--- config.mk ---
export PLATFORM = sky130hd
export DESIGN_NAME = header_framed_byte_router_unit_flat
export DESIGN_NICKNAME = d
export VERILOG_FILES = /design/src/hdl/hfbr_pkg.sv /design/src/hdl/hfbr_stream_if.sv /design/src/hdl/hfbr_front.sv /design/src/hdl/hfbr_queue.sv /design/src/hdl/hfbr_back.sv /design/src/hdl/header_framed_byte_router_unit.sv /design/src/flat_wrapper.sv
export SDC_FILE = /design/constraint.sdc
export NUM_CORES = 1
export LEC_CHECK = 0
export ABC_AREA = 0
export BUFFER_PORTS_ARGS = -buffer_cell sky130_fd_sc_hd__buf_2
export CAP_MARGIN = 5
export CORE_MARGIN = 2
export CORE_UTILIZATION = 60
export CTS_CLUSTER_SIZE = 20
export DETAILED_ROUTE_END_ITERATION = 10
export HOLD_SLACK_MARGIN = 0.12
export PLACE_DENSITY_LB_ADDON = 0.05
export SYNTH_ARGS = -nofsm -noshare
export SYNTH_HDL_FRONTEND = slang
export SYNTH_SLANG_ARGS = --single-unit
--- constraint.sdc ---
create_clock -name clk -period 5.4 [get_ports clk]
set_clock_uncertainty 0.2 [all_clocks]
set_input_delay 0.54 -clock clk [delete_from_list [all_inputs] [get_ports clk]]
set_output_delay 0.54 -clock clk [all_outputs]
set_load 0.1 [all_outputs]
--- src/hdl/hfbr_pkg.sv ---
// Package: shared constants, types and helpers of the header framed byte router.
package hfbr_pkg;

  localparam int HEADER_BYTES    = 4;
  localparam int BYTE_W          = 8;
  // The header store always covers the four bytes that the result carries.
  localparam int HDR_STORE_DEPTH = (HEADER_BYTES > 4) ? HEADER_BYTES : 4;
  localparam int HIDX_W          = $clog2(HDR_STORE_DEPTH);
  localparam int DEST_W          = 3;
  localparam int QUEUE_DEPTH     = 4;
  localparam int QPTR_W          = $clog2(QUEUE_DEPTH);
  localparam int QCNT_W          = $clog2(QUEUE_DEPTH + 1);

  localparam logic [BYTE_W-1:0] HEADER_LEN = BYTE_W'(HEADER_BYTES);

  localparam logic [DEST_W-1:0] GENERAL_QUEUE = DEST_W'(4);
  localparam logic              KIND_HEADER   = 1'b0;
  localparam logic              KIND_PAYLOAD  = 1'b1;

  typedef logic [BYTE_W-1:0] byte_t;

  typedef struct packed {
    logic              item_kind;
    logic [DEST_W-1:0] destination;
    byte_t             payload_byte;
    byte_t             header_type;
    byte_t             header_length;
    byte_t             header_third;
    byte_t             header_fourth;
  } hfbr_result_t;

  typedef struct packed {
    logic         valid;
    hfbr_result_t data;
  } hfbr_push_t;

  // Types 1 to 4 select axis queues 0 to 3; anything else goes to the general queue.
  function automatic logic [DEST_W-1:0] route_of(input byte_t frame_type);
    logic [DEST_W-1:0] dest;
    if (frame_type inside {[8'd1:8'd4]}) begin
      dest = DEST_W'(frame_type - 8'd1);
    end else begin
      dest = GENERAL_QUEUE;
    end
    return dest;
  endfunction

endpackage

--- src/hdl/hfbr_stream_if.sv ---
// Interfaces: the byte input channel and the routed result channel.
interface hfbr_in_if import hfbr_pkg::*; ();
  logic  valid;
  logic  ready;
  byte_t data_byte;

  modport source (output valid, output data_byte, input ready);
  modport sink   (input valid, input data_byte, output ready);
endinterface

interface hfbr_out_if import hfbr_pkg::*; ();
  logic              valid;
  logic              ready;
  logic              item_kind;
  logic [DEST_W-1:0] destination;
  byte_t             payload_byte;
  byte_t             header_type;
  byte_t             header_length;
  byte_t             header_third;
  byte_t             header_fourth;

  modport source (output valid, output item_kind, output destination, output payload_byte,
                  output header_type, output header_length, output header_third,
                  output header_fourth, input ready);
  modport sink   (input valid, input item_kind, input destination, input payload_byte,
                  input header_type, input header_length, input header_third,
                  input header_fourth, output ready);
endinterface

--- src/hdl/hfbr_front.sv ---
// Front end: takes input bytes, tracks the frame and classifies each item.
module hfbr_front import hfbr_pkg::*; (
  input  logic        clk,
  input  logic        rst_n,
  hfbr_in_if.sink     in_ch,
  input  logic        q_full,
  output hfbr_push_t  push
);

  byte_t       hdr_r   [HDR_STORE_DEPTH];
  byte_t       hdr_cur [HDR_STORE_DEPTH];
  byte_t       cnt_r, cnt_nxt;
  byte_t       end_r, end_nxt;
  byte_t       cnt_inc;
  byte_t       len_diff;
  byte_t       pay_len;
  logic        accept;
  logic        hdr_phase;
  logic        hdr_last;
  logic [HIDX_W-1:0] hidx;

  assign in_ch.ready = !q_full;
  assign accept      = in_ch.valid && !q_full;
  assign hdr_phase   = (cnt_r < HEADER_LEN);
  assign hidx        = cnt_r[HIDX_W-1:0];
  assign cnt_inc     = cnt_r + 8'd1;
  assign hdr_last    = hdr_phase && (cnt_inc == HEADER_LEN);

  // Header as it stands once the current byte is stored.
  always_comb begin
    for (int i = 0; i < HDR_STORE_DEPTH; i++) begin
      hdr_cur[i] = (hdr_phase && (hidx == HIDX_W'(i))) ? in_ch.data_byte : hdr_r[i];
    end
  end

  // Payload is the length past the header rounded down to whole groups of four.
  always_comb begin
    len_diff = hdr_cur[1] - HEADER_LEN;
    pay_len  = 8'd0;
    if (hdr_cur[1] >= HEADER_LEN) begin
      pay_len = {len_diff[BYTE_W-1:2], 2'b00};
    end
  end

  always_comb begin
    cnt_nxt = cnt_r;
    end_nxt = end_r;
    if (accept) begin
      if (hdr_phase) begin
        cnt_nxt = cnt_inc;
        if (hdr_last) begin
          end_nxt = HEADER_LEN + pay_len;
          if (pay_len == 8'd0) begin
            cnt_nxt = 8'd0;
          end
        end
      end else begin
        cnt_nxt = (cnt_inc >= end_r) ? 8'd0 : cnt_inc;
      end
    end
  end

  always_ff @(posedge clk) begin
    if (!rst_n) begin
      cnt_r <= '0;
      end_r <= '0;
      for (int i = 0; i < HDR_STORE_DEPTH; i++) begin
        hdr_r[i] <= '0;
      end
    end else begin
      cnt_r <= cnt_nxt;
      end_r <= end_nxt;
      if (accept && hdr_phase) begin
        hdr_r[hidx] <= in_ch.data_byte;
      end
    end
  end

  always_comb begin
    push.valid              = accept && (!hdr_phase || hdr_last);
    push.data.item_kind     = hdr_phase ? KIND_HEADER : KIND_PAYLOAD;
    push.data.destination   = route_of(hdr_cur[0]);
    push.data.payload_byte  = hdr_phase ? 8'd0 : in_ch.data_byte;
    push.data.header_type   = hdr_cur[0];
    push.data.header_length = hdr_cur[1];
    push.data.header_third  = hdr_cur[2];
    push.data.header_fourth = hdr_cur[3];
  end

endmodule

--- src/hdl/hfbr_queue.sv ---
// Short result queue between the front end and the output stage.
module hfbr_queue import hfbr_pkg::*; (
  input  logic         clk,
  input  logic         rst_n,
  input  hfbr_push_t   push,
  output logic         full,
  input  logic         pop,
  output logic         empty,
  output hfbr_result_t head
);

  hfbr_result_t      mem_r [QUEUE_DEPTH];
  logic [QPTR_W-1:0] wr_ptr_r, rd_ptr_r;
  logic [QCNT_W-1:0] cnt_r;
  logic              do_pop;

  assign full   = (cnt_r == QCNT_W'(QUEUE_DEPTH));
  assign empty  = (cnt_r == '0);
  assign head   = mem_r[rd_ptr_r];
  assign do_pop = pop && !empty;

  function automatic logic [QPTR_W-1:0] ptr_inc(input logic [QPTR_W-1:0] p);
    return (p == QPTR_W'(QUEUE_DEPTH - 1)) ? '0 : p + QPTR_W'(1);
  endfunction

  always_ff @(posedge clk) begin
    if (!rst_n) begin
      wr_ptr_r <= '0;
      rd_ptr_r <= '0;
      cnt_r    <= '0;
    end else begin
      if (push.valid) begin
        wr_ptr_r <= ptr_inc(wr_ptr_r);
      end
      if (do_pop) begin
        rd_ptr_r <= ptr_inc(rd_ptr_r);
      end
      if (push.valid && !do_pop) begin
        cnt_r <= cnt_r + QCNT_W'(1);
      end else if (do_pop && !push.valid) begin
        cnt_r <= cnt_r - QCNT_W'(1);
      end
    end
  end

  always_ff @(posedge clk) begin
    if (push.valid) begin
      mem_r[wr_ptr_r] <= push.data;
    end
  end

endmodule

--- src/hdl/hfbr_back.sv ---
// Back end: output register that presents queued results on the result channel.
module hfbr_back import hfbr_pkg::*; (
  input  logic         clk,
  input  logic         rst_n,
  input  logic         q_empty,
  input  hfbr_result_t q_head,
  output logic         q_pop,
  hfbr_out_if.source   out_ch
);

  logic         valid_r;
  hfbr_result_t data_r;
  logic         load;

  assign load  = !q_empty && (!valid_r || out_ch.ready);
  assign q_pop = load;

  always_ff @(posedge clk) begin
    if (!rst_n) begin
      valid_r <= 1'b0;
    end else if (load) begin
      valid_r <= 1'b1;
    end else if (out_ch.ready) begin
      valid_r <= 1'b0;
    end
  end

  always_ff @(posedge clk) begin
    if (load) begin
      data_r <= q_head;
    end
  end

  assign out_ch.valid         = valid_r;
  assign out_ch.item_kind     = data_r.item_kind;
  assign out_ch.destination   = data_r.destination;
  assign out_ch.payload_byte  = data_r.payload_byte;
  assign out_ch.header_type   = data_r.header_type;
  assign out_ch.header_length = data_r.header_length;
  assign out_ch.header_third  = data_r.header_third;
  assign out_ch.header_fourth = data_r.header_fourth;

endmodule

--- src/hdl/header_framed_byte_router_unit.sv ---
// Top level: header framed byte router, front end, result queue and output stage.
//
//   Channel   Direction  Handshake      Carries
//   in_ch     input      valid/ready    data_byte, one raw byte of the stream
//   out_ch    output     valid/ready    one header or routed payload byte per item
//
// One input item is taken per clock cycle while the queue is not full; the front end decides in the same cycle
// whether it completes a header, carries payload or is only stored.
// A result is written into a queue entry and then loaded into the output register,
// from which out_ch presents it.
// Reset (rst_n low at a clock edge) empties the queue and the output register and
// clears the header store and the frame counters; the block is ready straight away.
// in_ch.ready falls only when the four entry queue is full, so a stalled result
// channel holds the input back without losing or repeating any item.
module header_framed_byte_router_unit import hfbr_pkg::*; (
  input  logic        clk,
  input  logic        rst_n,
  hfbr_in_if.sink     in_ch,
  hfbr_out_if.source  out_ch
);

  // Classified item from the front end, written into the queue when valid.
  hfbr_push_t   push;
  logic         q_full;
  logic         q_empty;
  logic         q_pop;
  hfbr_result_t q_head;

  // The front end keeps the header bytes, the frame byte count and the count at
  // which the payload ends. It emits a header result on the last header byte and
  // a routed result for each payload byte; lengths that leave no whole group of
  // four payload bytes close the frame right after its header.
  hfbr_front u_front (
    .clk    (clk),
    .rst_n  (rst_n),
    .in_ch  (in_ch),
    .q_full (q_full),
    .push   (push)
  );

  // The queue decouples the front end from the output stage, so each side can
  // stall on its own.
  hfbr_queue u_queue (
    .clk   (clk),
    .rst_n (rst_n),
    .push  (push),
    .full  (q_full),
    .pop   (q_pop),
    .empty (q_empty),
    .head  (q_head)
  );

  // The output stage reloads its register whenever it is empty or its item is
  // being taken, which keeps one result per cycle flowing while out_ch is ready.
  hfbr_back u_back (
    .clk     (clk),
    .rst_n   (rst_n),
    .q_empty (q_empty),
    .q_head  (q_head),
    .q_pop   (q_pop),
    .out_ch  (out_ch)
  );

endmodule
--- src/flat_wrapper.sv ---
// flat-port wrapper written by rule: the top's interface ports become plain ports
module header_framed_byte_router_unit_flat import hfbr_pkg::*;
  (clk, rst_n, in_ch_valid, in_ch_data_byte, in_ch_ready, out_ch_valid, out_ch_item_kind, out_ch_destination, out_ch_payload_byte, out_ch_header_type, out_ch_header_length, out_ch_header_third, out_ch_header_fourth, out_ch_ready);
  hfbr_in_if in_ch_i ();
  hfbr_out_if out_ch_i ();
  input  logic clk;
  input  logic rst_n;
  input wire logic [$bits(in_ch_i.valid)-1:0] in_ch_valid;
  input wire logic [$bits(in_ch_i.data_byte)-1:0] in_ch_data_byte;
  output wire logic [$bits(in_ch_i.ready)-1:0] in_ch_ready;
  output wire logic [$bits(out_ch_i.valid)-1:0] out_ch_valid;
  output wire logic [$bits(out_ch_i.item_kind)-1:0] out_ch_item_kind;
  output wire logic [$bits(out_ch_i.destination)-1:0] out_ch_destination;
  output wire logic [$bits(out_ch_i.payload_byte)-1:0] out_ch_payload_byte;
  output wire logic [$bits(out_ch_i.header_type)-1:0] out_ch_header_type;
  output wire logic [$bits(out_ch_i.header_length)-1:0] out_ch_header_length;
  output wire logic [$bits(out_ch_i.header_third)-1:0] out_ch_header_third;
  output wire logic [$bits(out_ch_i.header_fourth)-1:0] out_ch_header_fourth;
  input wire logic [$bits(out_ch_i.ready)-1:0] out_ch_ready;
  assign in_ch_i.valid = in_ch_valid;
  assign in_ch_i.data_byte = in_ch_data_byte;
  assign in_ch_ready = in_ch_i.ready;
  assign out_ch_valid = out_ch_i.valid;
  assign out_ch_item_kind = out_ch_i.item_kind;
  assign out_ch_destination = out_ch_i.destination;
  assign out_ch_payload_byte = out_ch_i.payload_byte;
  assign out_ch_header_type = out_ch_i.header_type;
  assign out_ch_header_length = out_ch_i.header_length;
  assign out_ch_header_third = out_ch_i.header_third;
  assign out_ch_header_fourth = out_ch_i.header_fourth;
  assign out_ch_i.ready = out_ch_ready;
  header_framed_byte_router_unit u_core (.clk(clk), .rst_n(rst_n), .in_ch(in_ch_i), .out_ch(out_ch_i));
endmodule
Yosys cells after proc, flatten, opt, wreduce, memory -nomap -nowiden
Memories as Yosys holds them, arrays and structs flattened. A register that Yosys moved wholly into a read port is not among the register bits.
Cells that the tools add are included.
- register bits after elaboration: 24
- memories kept: 2
- RAM bits: 208
- input port bits: 12
- multiplexer cells: 27
- eq/ne operators: 7
- reductions and logical operators: 28
- $lt $le $gt $ge: 5
- add/subtract/negate cells: 8
- memory list (name ; words ; bits a word ; read ports ; clocked after Yosys merged registers in ; wr ports ; RTL line ; source):
    u_core.u_queue.mem_r ; 4 ; 44 ; 1 ; 1 ; 1 ; hfbr_queue.sv:12 ; hfbr_result_t mem_r [QUEUE_DEPTH];
    u_core.u_front.hdr_r ; 4 ; 8 ; 4 ; 0 ; 4 ; hfbr_front.sv:10 ; byte_t hdr_r [HDR_STORE_DEPTH];
- operator list (cell ; count):
    2-to-1 mux 8 bit ; 11
    logical AND 1 bit ; 13
    2-to-1 mux 1 bit ; 10
    2-to-1 mux 3 bit ; 3
    adder 3 x 8 -> 8 bit (first input constant) ; 1
    adder 8 x 1 -> 8 bit (second input constant) ; 1
    equality test 2 bit (second input constant) ; 4
    equality test 8 x 3 -> 1 bit (second input constant) ; 1
    >= comparator 8 x 1 -> 1 bit (second input constant) ; 1
    >= comparator 8 x 3 -> 1 bit (second input constant) ; 1
    >= comparator 8 bit ; 1
    <= comparator 8 x 3 -> 1 bit (second input constant) ; 1
    zero test 8 bit ; 1
    less-than comparator 8 x 3 -> 1 bit (second input constant) ; 1
    OR reduction 8 bit ; 1
    subtractor 8 x 3 -> 8 bit (second input constant) ; 1
    zero test 1 bit ; 6
    2-to-1 mux 2 bit ; 3
    subtractor 3 x 1 -> 3 bit (second input constant) ; 2
    adder 2 x 1 -> 2 bit (second input constant) ; 2
    nonzero test 2 bit ; 2
    adder 3 x 1 -> 3 bit (second input constant) ; 1
    equality test 3 bit (second input constant) ; 1
    zero test 3 bit ; 1
    other kinds (4) ; 5

Depth between registers and ports, before layout
Gate-level depths: netlist of run 1.
- depth in word-level cells: 9
- gate-level depth with buffers: 19
- mapped depth without buffers: 17

Modules after synthesis
Synthesis of run 1 repeated with hierarchy kept, for this count alone.
- cell total of the unflattened synthesis: 653
- area, all modules: 11421.0 um^2
- modules (own cells, without submodules) (module ; area each (um^2) ; cells each ; times used ; seq. area each (um^2)):
    hfbr_queue ; 6865.3 ; 276 ; 1 ; 5465.2
    hfbr_front ; 3190.6 ; 329 ; 1 ; 1241.2
    hfbr_back ; 1365.1 ; 48 ; 1 ; 1341.3

Worst setup path after synthesis of run 1
Ideal clock, no wire load.
- path type: register to register
- start: reg u_core.u_back.valid_r (netlist: u_core.u_back.out_ch.valid)
- end: reg u_core.u_queue.cnt_r[2]
- path buffers: 0
- data arrival time: 4.396 ns
- stages on the path, launching flop included: 9
- data required time: 5.128 ns
- setup slack: 0.732 ns
- cell sequence: dfxtp_1 -> a21oi_1 -> inv_1 -> ha_1 -> inv_1 -> fa_1 -> xor2_1 -> or3_1 -> a21oi_1
- longest elaborated chain between the ends: 7
- elaborated cells between the ends (all ways): 9
- those cells by class: mux: 1; reduce/logical: 8
- ends and longest elaborated chain (element ; RTL line ; source):
    from (decl) ; hfbr_back.sv:11 ; logic valid_r;
    from (signal assigned) ; hfbr_back.sv:20 ; valid_r <= 1'b0;
    from (signal assigned) ; hfbr_back.sv:22 ; valid_r <= 1'b1;
    from (signal assigned) ; hfbr_back.sv:24 ; valid_r <= 1'b0;
    zero test 1 bit (*) ; hfbr_back.sv:15 ; assign load = !q_empty && (!valid_r || out_ch.ready);
    logical OR 1 bit (*) ; hfbr_back.sv:15 ;
    logical AND 1 bit (*) ; hfbr_back.sv:15 ;
    via u_core.q_pop ; header_framed_byte_router_unit.sv:26 ; logic q_pop;
    logical AND 1 bit (*) ; hfbr_queue.sv:20 ; assign do_pop = pop && !empty;
    zero test 1 bit ; hfbr_queue.sv:38 ; if (push.valid && !do_pop) begin
    logical AND 1 bit ; hfbr_queue.sv:38 ;
    2-to-1 mux 3 bit or nonzero test 2 bit (tied branches) ; - ;
    to (signal assigned) ; hfbr_queue.sv:39 ; cnt_r <= cnt_r + QCNT_W'(1);
    to (signal assigned) ; hfbr_queue.sv:41 ; cnt_r <= cnt_r - QCNT_W'(1);
    to (decl) ; hfbr_queue.sv:14 ; logic [QCNT_W-1:0] cnt_r;
The timed path passes the listed nets; every way through them passes the cells marked *.
A chain may end at the register's enable or synchronous reset.

Worst setup path after layout of run 1
- start: reg u_core.u_front.cnt_r[0]
- end: reg u_core.u_front.cnt_r[1]
- longest elaborated chain between the ends: 9
- elaborated cells between the ends (all ways): 16
- those cells by class: add/sub: 2; order compare: 3; eq/ne: 2; mux: 6; reduce/logical: 3
- ends and longest elaborated chain (element ; RTL line ; source):
    from (decl) ; hfbr_front.sv:12 ; byte_t cnt_r, cnt_nxt;
    from (signal assigned) ; hfbr_front.sv:71 ; cnt_r <= cnt_nxt;
    less-than comparator 8 x 3 -> 1 bit or equality test 2 x 1 -> 1 bit (tied branches) ; hfbr_front.sv:24, hfbr_front.sv:32 ;
    logical AND 1 bit ; hfbr_front.sv:32 ; hdr_cur[i] = (hdr_phase && (hidx == HIDX_W'(i))) ? in_ch.data_byte : hdr_r[i];
    2-to-1 mux 8 bit ; hfbr_front.sv:32 ;
    subtractor 8 x 3 -> 8 bit or >= comparator 8 x 3 -> 1 bit (tied branches) ; hfbr_front.sv:38, hfbr_front.sv:40 ;
    2-to-1 mux 8 bit ; hfbr_front.sv:40 ; if (hdr_cur[1] >= HEADER_LEN) begin
    zero test 8 bit ; hfbr_front.sv:53 ; if (pay_len == 8'd0) begin
    2-to-1 mux 8 bit ; hfbr_front.sv:53 ;
    2-to-1 mux 8 bit ; hfbr_front.sv:51 ; if (hdr_last) begin
    2-to-1 mux 8 bit (*) ; hfbr_front.sv:49 ; if (hdr_phase) begin
Every way passes the cells marked *; elsewhere a longest branch is shown, timed or not.

==> impl_metrics.yaml, run 1 <==
run_status:
  outcome: "completed"
detailed_routing:
  firstDrtPassIters: 4
  drc_errors: 0
  ant_nets: 0
  wl_per_cell_um: 22.5
  wl_mm: 22.0
  viasPerCell: 6.05
  first_iter_violations: 443
  num_vias: 5938
final_layout:
  drive_above_1_share_pct: 25.0
  nNetsFinal: 764
  fillerInstances: 1246
  design_area_um2: 12700
  antennaDiodeCount: 0
  multi_input_area_um2: 3100
  mostFrequentLayoutCell: "edfxtp_1"
  layout_common_cells: "252 x edfxtp_1, 57 x buf_2, 44 x mux4_2"
  seq_area_um2: 8010
  areaGrowthSynthToFinish_pct: 12.2
place:
  postPlaceCellArea_um2: 11900
  io_buffers: 57
  dp_hpwl_mm: 13.8
  gp_congestion: 0.914
worst_setup_path:
  path_cells: "ha_1 > nor3b_1 > and2_1 > mux2i_1 > ha_1 > nor3b_1 > nor3_1 > mux2i_1 > and2_1 > inv_1 > ha_1 > nand3_1 > a21oi_1 > a311o_1 > a21oi_1"
  path_delay_family: "simple AND/OR/NAND/NOR gates"
  cp.required_ns: 5.65
  arrival_ns: 4.71
  cp_num_buf_inv: 1
  critPathMostFrequentCell: "ha_1"
  critPathMaxStageDelay_ns: 0.57
  path_max_fanout: 14
  path_class: "flip-flop to flip-flop"
  ff2ff_path_depth: 15
  cp.depth: 15
  start_kind: "flip-flop"
  worst_setup_path_end_kind: "flip-flop"
  slowest_stage: "and2_1"
pwr:
  power.share.switching_pct: 39.5
  pwr-share-clk_pct: 25.7
  p_switching_mw: 2.78
  p_int_mw: 4.25
  p_total_mw: 7.03
  vdd_drop_max_mv: 0.551
  combPwrFrac_pct: 33.1
  power.share.sequential_pct: 41.2
  leakage_nw: 4.45
  powerDensity_nw_per_um2: 553
sta:
  grt_setup_unrepaired: "no"
  fmax_ghz: 0.224
  finalSetupTns_ns: 0
  relSlewSlack_pct: 19.1
  fin_crit_ns: 4.46
  whs_ns: 0.279
  setup_viol: 0
  fin_crit_sh_pct: 82.6
  worst_pin_slew_ns: 1.20
  slew_violations: 0
  finalHoldViolations: 0
logic_synthesis:
  ys.flop_type: "edfxtp_1"
  ys_seq_area_share_pct: 70.7
  synth_warnings: 0
  syn_nets: 701
  synth_xor_area_share_pct: 1.00
  synth_mux_area_share_pct: 12.1
  synth_top_family_by_area: "multiplexers"
  async_flop_share_pct: 0
  synth_edf_count: 252
  synth_compound_area_share_pct: 3.63
  syn_avg_cell_area_um2: 17.0
  synthSimpleGateAreaFrac_pct: 7.81
  synth_cell_types: 62
  syn-cell-area_um2: 11300
  synth_cells: 665
  synth_seq_cells: 274
  yosys.area_share.adder_pct: 2.72
worst_hold_path:
  holdCritPathClass: "input pin to flip-flop"
  holdPathStages: 3
global_route:
  grt_pass1_wl_mm: 34.3
  grt_max_degree: 48
  grt-ovfl-total: 0
  antenna_found_initial: 0
  grt_use_total_pct: 22.6
  grt_pass1_vias: 6166
cts:
  cts_resized: 0
  cts-root-buf: "clkbuf_16"
  cts_buffers: 27
  numClockSinks: 274
  clock_path_buffers: 3
  cts_tree: "done"
  clk_latency_ns: 0.53
  htreeDepth: 1
  clk_pin_slew_ns: 0.06
floorplanning:
  core_area_um2: 18600
  ios: 58
  chipHeight_um: 141
  std_cell_rows: 50
  die-area_um2: 20000
  initial_core_util_pct: 60.8
  die_width_um: 141
flow_run:
  cap_viol_max_count: 0
cell type report:
type | instances | share of cell area (%)
Clock buffer | 28 | 5.34
Sequential cell | 274 | 63.0
Tap cell | 234 | 2.30
Inverter | 26 | 0.768
Clock inverter | 20 | 1.36
Timing Repair Buffer | 66 | 2.79
Multi-Input combinational cell | 333 | 24.4
synthesized netlist by cell type (all sizes together), types with 3 or more instances:
cell,n,area share (%)
o21ai,9,0.40
dfxtp,22,3.9
nor2,24,0.82
a31oi,3,0.17
mux2i,13,1.3
clkbuf,21,0.71
a21oi,13,0.61
nor3b,3,0.20
inv,25,0.83
ha,23,2.5
xnor2,6,0.46
edfxtp,252,67
mux4,44,8.7
nand2,31,1.0
buf,11,0.51
mux2,21,2.1
nor3,11,0.57
o31ai,5,0.33
nor4,3,0.30
or3,6,0.33
o211ai,6,0.44
nand2b,7,0.39
nand3,8,0.40
a311o,3,0.27
o21a,3,0.21
xor2,7,0.54
and3,13,0.72
and2,43,2.4
a22oi,5,0.33
metrics by stage:
step	util [%]	std cells	worst slack [ns]
floorplan	-	665	0.732
global placement	63.6	932	1.24
detailed placement	63.6	932	1.01
CTS	68.2	981	0.987
global route	68.2	981	0.535
finish	68.2	981	0.937
power groups by stage:
stage	combinational (mW)	clock [mW]	sequential, mW
after global routing	2.42	1.91	2.94
after global placement	2.31	0	2.94
final	2.33	1.81	2.89
after floorplan	0.773	0	4.11
after detailed placement	2.33	0	2.94
after CTS	2.34	1.84	2.90
state kept, by name, summed over array words and instances (netlist names), 6 cells and up:
signal	cells
u_core.u_queue.mem_r	176
u_core.u_front.hdr_r	32
u_core.u_back.out_ch.header_fourth	8
u_core.u_back.out_ch.header_length	8
u_core.u_back.out_ch.header_third	8
u_core.u_back.out_ch.header_type	8
u_core.u_back.out_ch.payload_byte	8
u_core.u_front.cnt_r	8
u_core.u_front.end_r	6
what timing repair did:
item | in CTS | in global routing
endpoints found under the hold margin | 1 | 0
buffers inserted | 0 | 0
hold buffers | 1 | 0
layer usage:
| layer | vias up | track usage, % | share of wire (%) |
|---|---|---|---|
| li1 | 2699 | - | - |
| met1 | 3065 | 33.2 | 47 |
| met2 | 146 | 36.8 | 48 |
| met3 | 28 | 3.07 | 4.1 |
| met4 | 0 | 5.00 | 1.7 |
| met5 | - | 0 | 0 |
cells by family after synthesis:
| family | Yosys count |
|---|---|
| buffers and inverters | 58 |
| XOR/XNOR | 13 |
| AO/OA/AOI/OAI | 59 |
| adder cells (fa/ha/maj) | 24 |
| multiplexers | 78 |
| flip-flops | 274 |
| AND/OR/NAND/NOR | 159 |
worst paths after layout:
kind / slack (ns) / from / to
worst max-delay path: 0.94 / u_core.u_front.cnt_r[0]$_SDFFE_PN0P_ / u_core.u_front.cnt_r[1]$_SDFFE_PN0P_
worst min-delay path: 0.28 / rst_n / u_core.u_front.end_r[6]$_SDFFE_PN0P_
worst max register to register: 0.94 / u_core.u_front.cnt_r[0]$_SDFFE_PN0P_ / u_core.u_front.cnt_r[1]$_SDFFE_PN0P_
worst min register to register: 0.30 / u_core.u_front.end_r[4]$_SDFFE_PN0P_ / u_core.u_front.end_r[4]$_SDFFE_PN0P_
tightest hold or removal path, stage by stage:
cell and delay (ns):
buf_2 0.23, o21ai_0 0.13, nor3_1 0.05
No activity file was read; power rests on OpenSTA's default activity.
==> run 2, diff against run 1 <==
clock period = 4.5 ns   (was 5.4 ns; I/O delays follow)
==> run 2 against run 1 <==
Final area grew 1.5%. Largest cell class unchanged. First-iteration DRC count up 5.9%. Critical path depth is the same. Sequential cell count unchanged. Count of clock-buffer cells in the layout increased by 8. Largest power group unchanged. Routed wire length rose by 2.3%. Final cell count up 0.71%. Global-route usage up 0.86 points. Critical endpoint unchanged. Combinational power up 21%. Clock power is 30% higher. Register-to-register slack worse by 0.27 ns.
==> impl_metrics.yaml, run 2 (synthesized netlist as in run 1, its figures left out) <==
global_route:
  grt_pass1_wl_mm: 35.5
  grt-ovfl-total: 0
  grt_use_total_pct: 23.4
  antenna_found_initial: 0
  grt_pass1_vias: 6207
  grt_max_degree: 48
cts:
  clk_pin_slew_ns: 0.06
  htreeDepth: 1
  post-cts-setup-buffer-count: 0
  cts_buffers: 28
  clk_latency_ns: 0.54
  numClockSinks: 274
  clock_path_buffers: 3
  cts_tree: "done"
  cts-root-buf: "clkbuf_16"
worst_setup_path:
  cp.required_ns: 4.74
  start_kind: "flip-flop"
  arrival_ns: 4.06
  cp_num_buf_inv: 1
  worst-r2r-setup-slack_ns: 0.67
  path_class: "flip-flop to flip-flop"
  critPathMaxStageDelay_ns: 0.50
  worst_setup_path_end_kind: "flip-flop"
  path_delay_family: "simple AND/OR/NAND/NOR gates"
  slowest_stage: "dfxtp_1"
  path_cells: "ha_1 > nor3b_2 > and2_1 > mux2i_1 > ha_1 > nor3b_1 > nor3_1 > mux2i_1 > and2_1 > inv_1 > ha_1 > nand3_1 > a21oi_1 > a311o_1 > a21oi_1"
  path_max_fanout: 9
  critPathMostFrequentCell: "ha_1"
place:
  placed_cells: 937
  postPlaceCellArea_um2: 11900
  dp_hpwl_mm: 14.0
  gp_congestion: 0.886
  pre_cts_slack_ns: 0.534
  io_buffers: 57
pwr:
  leakage_nw: 4.54
  power.share.switching_pct: 38.6
  pwr-share-clk_pct: 27.2
  p_total_mw: 8.63
  vdd_drop_max_mv: 0.641
  p_int_mw: 5.30
  powerDensity_nw_per_um2: 669
  power.share.sequential_pct: 40.2
  combPwrFrac_pct: 32.6
  p_switching_mw: 3.33
worst_hold_path:
  holdCritPathClass: "input pin to flip-flop"
detailed_routing:
  wl_per_cell_um: 22.8
  drc_errors: 0
  wl_mm: 22.5
  viasPerCell: 6.11
  firstDrtPassIters: 5
  first_iter_violations: 469
  num_vias: 6039
  ant_nets: 0
sta:
  slew_violations: 0
  whs_ns: 0.197
  fin_crit_sh_pct: 85.1
  relSlewSlack_pct: 34.5
  grt_setup_unrepaired: "no"
  worst_pin_slew_ns: 0.976
  finalHoldViolations: 0
  layout_setup_ws_ns: 0.672
  finalSetupTns_ns: 0
  setup_viol: 0
  fin_crit_ns: 3.83
  fmax_ghz: 0.261
final_layout:
  mostFrequentLayoutCell: "edfxtp_1"
  drive_above_1_share_pct: 25.9
  nNetsFinal: 771
  layout_common_cells: "252 x edfxtp_1, 58 x buf_2, 44 x mux4_2"
  final_cells: 988
  areaGrowthSynthToFinish_pct: 13.9
  reg_top3: "u_core.u_queue.mem_r (176), u_core.u_front.hdr_r (32)"
  antennaDiodeCount: 0
  top_register: "u_core.u_queue.mem_r"
  largest_reg_flops: 176
  design_area_um2: 12900
  fillerInstances: 1258
  final_core_util_pct: 69.2
floorplanning:
  die-area_um2: 20000
  initial_core_util_pct: 60.8
  core_area_um2: 18600
  std_cell_rows: 50
  chipHeight_um: 141
  ios: 58
  die_width_um: 141
run_status:
  outcome: "completed"
flow_run:
  cap_viol_max_count: 0
## run 2: worst paths after layout
check | start | to | cells past startpoint
worst max-delay path | u_core.u_front.cnt_r[0]$_SDFFE_PN0P_ | u_core.u_front.cnt_r[1]$_SDFFE_PN0P_ | 15
worst min-delay path | rst_n | u_core.u_front.end_r[6]$_SDFFE_PN0P_ | 3
worst max register to register | u_core.u_front.cnt_r[0]$_SDFFE_PN0P_ | u_core.u_front.cnt_r[1]$_SDFFE_PN0P_ | 15
worst min register to register | u_core.u_front.end_r[4]$_SDFFE_PN0P_ | u_core.u_front.end_r[4]$_SDFFE_PN0P_ | 2
## run 2: power groups by stage
stage               clock network, mW  logic, mW  registers (mW)
floorplan                           0      0.930            4.92
global placement                    0       2.77            3.52
detailed placement                  0       2.81            3.53
CTS                              2.39       2.82            3.49
global route                     2.49       2.92            3.53
finish                           2.35       2.81            3.47
## run 2: cell type report
cell class                 count  area, µm²  area share [%]
inverter                      26       97.6           0.756
clock inverter                13        189            1.46
clock buffer                  36        752            5.83
tap                          234        293            2.27
timing repair buffer          72        448            3.47
sequential                   274       8010            62.1
multi-input combinational    333       3110            24.1
## run 2: layer usage
layer	routed length, µm	track usage (%)
met2	10900	37.7
met4	346	5.37
met1	10300	34.6
met5	0	0
met3	1080	3.51
## run 2: what timing repair did
item | 4_1_cts | 5_1_grt
hold buffers | 1 | 0
endpoints found under the hold margin | 1 | 0
resized for setup | 0 | 1
setup endpoints to repair | 0 | 2
## run 2: worst register-to-register path: cells and delay by family, from the launching register on
family	cells	cell delay [ns]
simple gates	6	1.23
fa+ha+maj	3	0.62
mux	2	0.60
compound gates	3	0.53
flops	1	0.50
buf+inv	1	0.06
==> run 3, diff against run 2 <==
PLACE_DENSITY = 0.85   (was unset)
PLACE_DENSITY_LB_ADDON = unset   (was 0.05)
SLEW_MARGIN = 10   (was unset)
==> run 3 against run 2 <==
Combinational power is 4% higher. First-iteration DRC count is 0.64% higher. Total power is 1.5% lower. Register-to-register slack worse by 0.18 ns. Non-clock buffer count is 2 lower. Critical path type unchanged. Highest routed layer unchanged.
==> impl_metrics.yaml, run 3 (synthesized netlist as in run 1, its figures left out) <==
cts:
  cts_buffers: 27
  numClockSinks: 274
  hold_buffers: 1
  clk_pin_slew_ns: 0.07
  post-cts-setup-buffer-count: 0
  cts-root-buf: "clkbuf_16"
  cts_tree: "done"
  clk_latency_ns: 0.55
  clock_path_buffers: 3
  htreeDepth: 1
  cts_resized: 0
worst_hold_path:
  holdPathStages: 3
  holdCritPathClass: "input pin to flip-flop"
  hold_end: "u_core.u_front.end_r[6]$_SDFFE_PN0P_"
  worstHoldStart: "rst_n"
final_layout:
  final_cells: 987
  mostFrequentLayoutCell: "edfxtp_1"
  reg_top3: "u_core.u_queue.mem_r (176), u_core.u_front.hdr_r (32)"
  largest_reg_flops: 176
  nNetsFinal: 768
  layout_common_cells: "252 x edfxtp_1, 57 x buf_2, 44 x mux4_2"
  top_register: "u_core.u_queue.mem_r"
  antennaDiodeCount: 0
  areaGrowthSynthToFinish_pct: 12.9
  fillerInstances: 1197
  final_core_util_pct: 68.6
  drive_above_1_share_pct: 25.6
detailed_routing:
  firstDrtPassIters: 5
  drc_errors: 0
  first_iter_violations: 472
  viasPerCell: 6.15
  wl_mm: 22.2
  num_vias: 6066
  ant_nets: 0
  wl_per_cell_um: 22.5
worst_setup_path:
  path_max_fanout: 9
  worst_setup_path_end_kind: "flip-flop"
  start_kind: "flip-flop"
  path_class: "flip-flop to flip-flop"
  arrival_ns: 4.27
  timing.rr.end: "u_core.u_front.cnt_r[0]$_SDFFE_PN0P_"
  r2r-start: "u_core.u_front.cnt_r[0]$_SDFFE_PN0P_"
  worst-r2r-setup-slack_ns: 0.49
  cp.required_ns: 4.76
  ff2ff_path_depth: 16
floorplanning:
  die_width_um: 141
  chipHeight_um: 141
  die-area_um2: 20000
  initial_core_util_pct: 60.8
  std_cell_rows: 50
  core_area_um2: 18600
  ios: 58
sta:
  relSlewSlack_pct: 23.3
  layout_setup_ws_ns: 0.491
  fmax_ghz: 0.249
  slew_violations: 0
  grt_setup_unrepaired: "no"
  setup_viol: 0
  fin_crit_ns: 4.01
  worst_pin_slew_ns: 1.14
  finalSetupTns_ns: 0
  fin_crit_sh_pct: 89.1
  finalHoldViolations: 0
place:
  gp_congestion: 0.864
  pre_cts_slack_ns: 0.519
  dp_hpwl_mm: 13.7
  io_buffers: 57
  placed_cells: 936
pwr:
  vdd_drop_max_mv: 0.340
  p_total_mw: 8.50
  powerDensity_nw_per_um2: 665
  leakage_nw: 4.48
global_route:
  grt_pass1_wl_mm: 34.9
  grt_pass1_vias: 6223
  antenna_found_initial: 0
  grt_max_degree: 48
  grt-ovfl-total: 0
  grt_use_total_pct: 22.8
run_status:
  outcome: "completed"
flow_run:
  cap_viol_max_count: 0
==> run 3: cell types whose count changed in the layout (fill, tap and decap cells not counted), moves of 2 or more <==
| cell | change |
|---|---|
| clkinvlp_4 | +3 |
| clkbuf_1 | -3 |
| clkbuf_16 | -2 |
| bufinv_16 | -2 |
| buf_4 | +2 |
| clkinv_1 | +2 |
| buf_12 | -3 |
==> run 3: where the power goes <==
part	total (mW)	internal (mW)	leakage [nW]	switching (mW)
combinational	2.93	0.623	1.49	2.31
sequential	3.35	3.22	2.57	0.131
clock	2.22	1.29	0.426	0.931
total	8.50	5.13	4.48	3.37
==> run 3: through the flow <==
step                      area [µm²]  hold WS [ns]
after floorplan                11300         0.248
after global placement         11900         0.275
after detailed placement       11900         0.265
after CTS                      12800         0.148
after global routing           12800         0.187
final                          12800         0.165
==> run 3: layer usage <==
layer,global-route usage [%],vias up,part of all wire (%)
met3,3.17,45,4.8
met4,7.89,0,2.7
met2,38.1,214,51
li1,-,2708,-
met5,0,-,0
met1,31.4,3099,42
==> run 3: area by class of cell <==
cell class                      count  area [µm²]  share of cell area [%]
Clock buffer                       31         691                    5.40
Clock inverter                     19         200                    1.56
Inverter                           26        97.6                   0.763
Multi-Input combinational cell    333        3100                    24.3
Sequential cell                   274        8010                    62.6
Tap cell                          234         293                    2.29
Timing Repair Buffer               70         398                    3.11
==> run 3: worst max path at each step <==
| stage | slack (ns) | depth (start not counted) | end | startpoint |
|---|---|---|---|---|
| floorplan | 0.76 | 19 | u_core.u_front.cnt_r[0]$_SDFFE_PN0P_ | u_core.u_front.cnt_r[1]$_SDFFE_PN0P_ |
| global placement | 0.74 | 16 | u_core.u_front.cnt_r[1]$_SDFFE_PN0P_ | u_core.u_front.cnt_r[0]$_SDFFE_PN0P_ |
| detailed placement | 0.52 | 16 | u_core.u_front.cnt_r[0]$_SDFFE_PN0P_ | u_core.u_front.cnt_r[0]$_SDFFE_PN0P_ |
| CTS | 0.50 | 16 | u_core.u_front.cnt_r[0]$_SDFFE_PN0P_ | u_core.u_front.cnt_r[0]$_SDFFE_PN0P_ |
| global route | 0.04 | 17 | u_core.u_front.cnt_r[1]$_SDFFE_PN0P_ | u_core.u_front.cnt_r[1]$_SDFFE_PN0P_ |
| finish | 0.49 | 16 | u_core.u_front.cnt_r[0]$_SDFFE_PN0P_ | u_core.u_front.cnt_r[0]$_SDFFE_PN0P_ |
==> run 3: critical path, stage by stage (launching register included) <==
cell and delay [ns]:
dfxtp_1 0.52, ha_1 0.23, nor3b_1 0.41, nand2_1 0.20, mux2i_4 0.25, inv_1 0.13, ha_1 0.18, nor3b_1 0.33
nor3_1 0.10, mux2i_1 0.27, and2_1 0.25, inv_1 0.06, ha_1 0.18, nand3_1 0.06, a21oi_1 0.07, a311o_1 0.33
a21oi_1 0.14
